$ cat config.mk
export PLATFORM = sky130hd
export DESIGN_NAME = lhkc_front
export DESIGN_NICKNAME = d
export VERILOG_FILES = /design/src/design/lhkc_pkg.sv /design/src/design/lhkc_front.sv
export SDC_FILE = /design/constraint.sdc
export NUM_CORES = 1
export LEC_CHECK = 0
export ABC_CLOCK_PERIOD_IN_PS = 11770
export BUFFER_PORTS_ARGS = -buffer_cell sky130_fd_sc_hd__buf_2
export CAP_MARGIN = 30
export CORE_UTILIZATION = 55
export CTS_CLUSTER_DIAMETER = 200
export CTS_CLUSTER_SIZE = 25
export DETAILED_ROUTE_END_ITERATION = 8
export GPL_ROUTABILITY_DRIVEN = 0
export HOLD_SLACK_MARGIN = 0.1
export PLACE_DENSITY = 0.83
export SYNTH_ARGS = -nofsm -noshare
export SYNTH_HDL_FRONTEND = slang
export SYNTH_SLANG_ARGS = --single-unit
$ cat constraint.sdc
create_clock -name clk -period 11.77 [get_ports clk]
set_clock_uncertainty 0.2 [all_clocks]
set_input_delay 0.5885 -clock clk [delete_from_list [all_inputs] [get_ports clk]]
set_output_delay 0.5885 -clock clk [all_outputs]
set_load 0.05 [all_outputs]
$ cat src/design/lhkc_pkg.sv
// Shared types and constants of the LRU hash key cache.
`default_nettype none
package lhkc_pkg;

  localparam int ID_COUNT        = 512;
  localparam int ID_W            = 9;
  localparam int LINK_W          = 10;
  localparam int KEY_W           = 64;
  localparam int STATUS_W        = 3;
  localparam int HELD_W          = 10;
  localparam int OUT_W           = 96;
  localparam int DEF_SLOT_COUNT  = 1024;
  localparam int DEF_EVICT_LIMIT = 511;

  localparam logic [LINK_W-1:0] NO_ID = 10'd512;

  localparam logic [STATUS_W-1:0] STAT_HIT    = 3'd0;
  localparam logic [STATUS_W-1:0] STAT_INS    = 3'd1;
  localparam logic [STATUS_W-1:0] STAT_EVICT  = 3'd2;
  localparam logic [STATUS_W-1:0] STAT_REM    = 3'd3;
  localparam logic [STATUS_W-1:0] STAT_ABSENT = 3'd4;

  typedef enum logic [1:0] {
    KIND_LOOKUP,
    KIND_REMOVE,
    KIND_IGNORE
  } kind_t;

  typedef struct packed {
    kind_t            kind;
    logic [KEY_W-1:0] key;
  } item_t;

  typedef struct packed {
    logic  valid;
    item_t item;
  } queue_t;

  typedef struct packed {
    logic init_done;
    logic pop;
  } back_stat_t;

  typedef enum logic [4:0] {
    ST_INIT,
    ST_IDLE,
    ST_HOME,
    ST_F_RD,
    ST_F_CHK,
    ST_F_KEY,
    ST_MISS,
    ST_V_KEY,
    ST_U_RD,
    ST_U_WR,
    ST_L_ONE,
    ST_L_TWO,
    ST_C_RD,
    ST_C_CHK,
    ST_R_RD,
    ST_R_ID,
    ST_R_KEY,
    ST_P_RD,
    ST_P_CHK,
    ST_D_END,
    ST_ALLOC,
    ST_A_POP,
    ST_A_KEY,
    ST_OUT
  } state_t;

endpackage
`default_nettype wire

$ cat src/design/lhkc_front.sv
// Front end: accepts input words, classifies them and queues them.
`default_nettype none
module lhkc_front (
  input  wire logic                    clk,
  input  wire logic                    rst,
  input  wire logic                    s_tvalid,
  output logic                         s_tready,
  input  wire logic [63:0]             s_tdata,
  input  wire logic                    s_tuser,
  input  wire lhkc_pkg::back_stat_t    bst,
  output lhkc_pkg::queue_t             q
);

  lhkc_pkg::item_t ent [2];
  lhkc_pkg::item_t in_item;
  logic            wp;
  logic            rp;
  logic [1:0]      cnt;
  logic            push;

  always_comb begin
    in_item.key = s_tdata;
    if (!s_tuser) begin
      in_item.kind = lhkc_pkg::KIND_LOOKUP;
    end else if (s_tdata == 64'd0) begin
      in_item.kind = lhkc_pkg::KIND_IGNORE;
    end else begin
      in_item.kind = lhkc_pkg::KIND_REMOVE;
    end
  end

  assign s_tready = (cnt != 2'd2) && bst.init_done;
  assign push     = s_tvalid && s_tready;
  assign q        = {(cnt != 2'd0), ent[rp]};

  always_ff @(posedge clk) begin
    if (push) begin
      ent[wp] <= in_item;
    end
  end

  always_ff @(posedge clk) begin
    if (rst) begin
      wp  <= 1'b0;
      rp  <= 1'b0;
      cnt <= 2'd0;
    end else begin
      if (push) begin
        wp <= ~wp;
      end
      if (bst.pop) begin
        rp <= ~rp;
      end
      case ({push, bst.pop})
        2'b10:   cnt <= cnt + 2'd1;
        2'b01:   cnt <= cnt - 2'd1;
        default: cnt <= cnt;
      endcase
    end
  end

endmodule
`default_nettype wire

; ---- After elaboration in Yosys (flattened, before gate mapping)
; Memories as Yosys holds them, arrays and structs flattened. A register that Yosys moved wholly into a read port is not among the register bits.
; Index checks and enable logic that the tools add are counted.
[totals]
ramBits = 132
n_memories = 1
elab_cells = 23
reg_bits = 4
output_inout_bits = 68
[memory_table]
columns = name, depth, word_bits, read_ports, rd_clocked_by_memory_dff, write_ports, line
row1 = ent, 2, 66, 1, 1, 1, lhkc_front.sv:14  ; lhkc_pkg::item_t ent [2];
[op_classes]
n_reduce_logical = 5
muxes = 7
n_addsub = 2
n_bitwise = 2
eq_ne = 3
[op_table]
columns = cell, count
row1 = zero test 64 bit, 1
row2 = two-way mux 1 bit, 4
row3 = two-way mux 2 bit, 2
row4 = case mux 2 bit (2 select lines), 1
row5 = nonzero test 2 bit, 2
row6 = "adder 2 x 1 -> 2 bit, second input constant", 1
row7 = "equality test 2 x 1 -> 1 bit, second input constant", 1
row8 = "equality test 2 bit, second input constant", 1
row9 = logical AND 1 bit, 2
row10 = "!= test 2 bit, second input constant", 1
row11 = NOT 1 bit, 2
row12 = "subtractor 2 x 1 -> 2 bit, second input constant", 1

; ---- Depth between registers and ports, before layout
[logic_depth]
word_depth = 5
ltp_mapped = 6
ltp_nobuf = 6

; ---- Least setup slack after synthesis
; Ideal clock, no wire load.
[synth_timing]
path_type = input-to-reg
start = in bst[1] (netlist name)
end = mem ent[0][0] (netlist name), enable pin
cell_stages = 2
t_arrival_ns = 3.537
path_slack_ns = 7.543
setup_ns = 0.491
n_path_buf = 0
path_cell_list = o211ai_1 > nor2_1
[synth_via]
elab_chain_len = 4
[synth_lines]
columns = element, line
row1 = from (decl), lhkc_front.sv:10  ; input wire lhkc_pkg::back_stat_t bst,
row2 = logical AND 1 bit, lhkc_front.sv:32  ; assign s_tready = (cnt != 2'd2) && bst.init_done;
row3 = logical AND 1 bit, lhkc_front.sv:33  ; assign push = s_tvalid && s_tready;
row4 = two-way mux 1 bit, lhkc_front.sv:37  ; if (push) begin
row5 = two-way mux 1 bit (implied by the code), lhkc_front.sv:38  ; ent[wp] <= in_item;
row6 = to (decl), lhkc_front.sv:14
; Every way passes these cells.

==> qor.txt <==
status -> finished, violations left
failing checks -> DRC
Post-DRT Antenna Nets -> 0
Post-Syn Nets -> 324
antenna violations before repair -> 0
Post-CTS Hold Buffers -> 65
Worst EP required -> 10.98 ns
crit-path max FO -> 40
Root Buffer -> clkbuf_8
Synth warnings -> 0
Slew HR -> 50.28%
# resized after CTS -> 0
Cell Rows -> 34
Sinks on Clock Net -> 137
first-pass GRT wire length -> 16.73 mm
Residual DRC -> 9
Setup TNS Final -> 0 ns
Core ar. -> 8848 um^2
Seq/Total Area, Yosys -> 79.45%
fin nets -> 541
H-Tree Depth -> 4
total power -> 1.317 mW
Final Max Slew Viols -> 0
dpl cell area -> 5939 um^2
HP Class -> in -> reg
Static Leak -> 2.676 nW
wire per inst -> 18.09 um
Die W -> 98.44 um
cells on worst reg2reg path -> 3
R2R Setup Slk -> 9.24 ns
TritonCTS clock tree -> built
Worst Setup Start Kind -> register
clk slew on worst S/H paths -> 0.06 ns
Power per Cell Area -> 182.9 nW/um^2
Min Hold Slack -> 0.1638 ns
Post-CTS Setup Inserts -> 0
Final WS setup -> 8.479 ns
Yosys reg bits -> 137
largest net degree at the start of global routing -> 43
vias in the first global route -> 3338
vias per inst -> 5.327
Mapped Area -> 5115 um^2
Final Cycle Share -> 27.96%
Layout Cells excl Fill -> 591
CP endpoint kind -> primary output
DIE AREA -> 9689 um^2
Slew @ Worst Pin -> 0.7440 ns
DRT Pass-1 Iters -> 7
reg-to-reg critical path startpoint -> cnt[0]
hold path depth -> 3
placed insts -> 494
Final Hold Viols -> 0
critical path start-end classification -> reg -> out
RSZ-0062 raised after global routing -> no
insertion delay to the later sink of the worst-skew pair -> 0.51 ns
final instance area -> 7203 um^2
Synth Instances -> 253
Die Y-Extent -> 98.44 um
minimum clock period -> 3.291 ns
Num CTS Buffers -> 17
CTS max path bufs -> 2
Area Overhead vs Synth -> 40.83%
dpl ws -> 8.940 ns
layout cells sized above 1 -> 49.90%
Initial Util -> 57.81%
HPWL after detailed placement -> 5.973 mm
count of input and output buffers -> 137
Total Wirelength -> 10.69 mm
crit path DAT -> 2.50 ns
maximum vdd ir drop -> 0.1175 mV
syn avg cell area -> 20.22 um^2
most common cell after layout, fill and taps aside -> buf_2
Final setup viols -> 0
most frequent cells in the layout -> buf_2 (137), edfxtp_1 (132), mux2_2 (66)
synth unique cells -> 20
# diodes -> 0
post-layout util -> 81.41%
routed vias -> 3148
min-delay src -> bst[0]
io pins -> 138
fmax -> 0.3039 GHz
total track usage -> 23.86%
r2r endpoint -> ent[0][7]
maxcap violations -> 0
total gr overflow -> 0
drt initial violations -> 149
-- flip-flops by register name (all words and copies together), names as in the netlist, named ones only --
register  cells
ent         132
wp            1
cnt           2
rp            1
-- worst max-delay path by stage --
| stage | end | slack, ns | start | depth (start not counted) |
|---|---|---|---|---|
| 6_report | q[12] | 8.48 | register | 3 |
| 5_1_grt | q[34] | 8.34 | register | 3 |
| 4_1_cts | q[34] | 8.44 | register | 3 |
| 3_5_place_dp | ent[0][11] | 8.94 | bst[1] | 4 |
| 3_3_place_gp | ent[0][9] | 8.99 | bst[1] | 4 |
| 2_1_floorplan | ent[0][0] | 7.54 | bst[1] | 2 |
-- routing by layer --
layer / up-vias / wire (um) / GRT usage, %
met3: 16 / 554 / 6.667
met4: 0 / 179 / 9.529
met1: 1560 / 4157 / 26.89
met2: 116 / 5801 / 43.01
met5: - / 0 / 0
li1: 1456 / - / -
-- layout make-up --
cell class              count  area (um^2)
clock buffers              18        417.9
inverters                   3        11.26
repair buffers            205         1359
clock inverters            14        195.2
flip-flops and latches    137         4065
well taps                 108        135.1
fillers                   479         1645
multi-input cells         106         1020
-- power by group --
part	total [mW]	internal, mW	switching (mW)
clock network	0.540	0.345	0.195
logic	0.204	0.0668	0.138
registers	0.573	0.563	0.0101
total	1.32	0.974	0.343
-- kinds of logic (layout without fill, tap and decap cells) --
family	after synthesis	in the layout	synth area share, %
AND/OR/NAND/NOR	31	31	3.694
multiplexers	66	66	14.53
buffers and inverters	10	240	0.9050
AO/OA/AOI/OAI	4	4	0.4892
XOR/XNOR	4	4	0.6851
adder cells (fa/ha/maj)	1	1	0.2446
flip-flops	137	137	79.45
-- worst max-delay path, cell delays in order (launching register included) --
cell	delay, ns
dfxtp_2	0.74
buf_4	0.58
mux2_2	0.42
buf_2	0.22
-- cells in the mapped netlist --
cell type,n,area (um^2)
mux2_2,66,743.2
a21boi_0,1,7.510
and2_1,1,6.260
nor2_1,6,22.52
dfxtp_1,5,100.1
o211ai_1,1,7.510
ha_1,1,12.51
edfxtp_1,132,3964
o21ai_0,1,5.000
nand4_1,4,25.02
nor4_2,2,25.02
a21oi_1,1,5.000
nor2b_1,1,6.260
buf_2,7,35.03
or3_1,1,6.260
nor4_1,15,93.84
xor2_1,1,8.760
nand2_1,1,3.750
inv_1,3,11.26
xnor2_1,3,26.28
No activity file was read; power rests on OpenSTA's default activity.
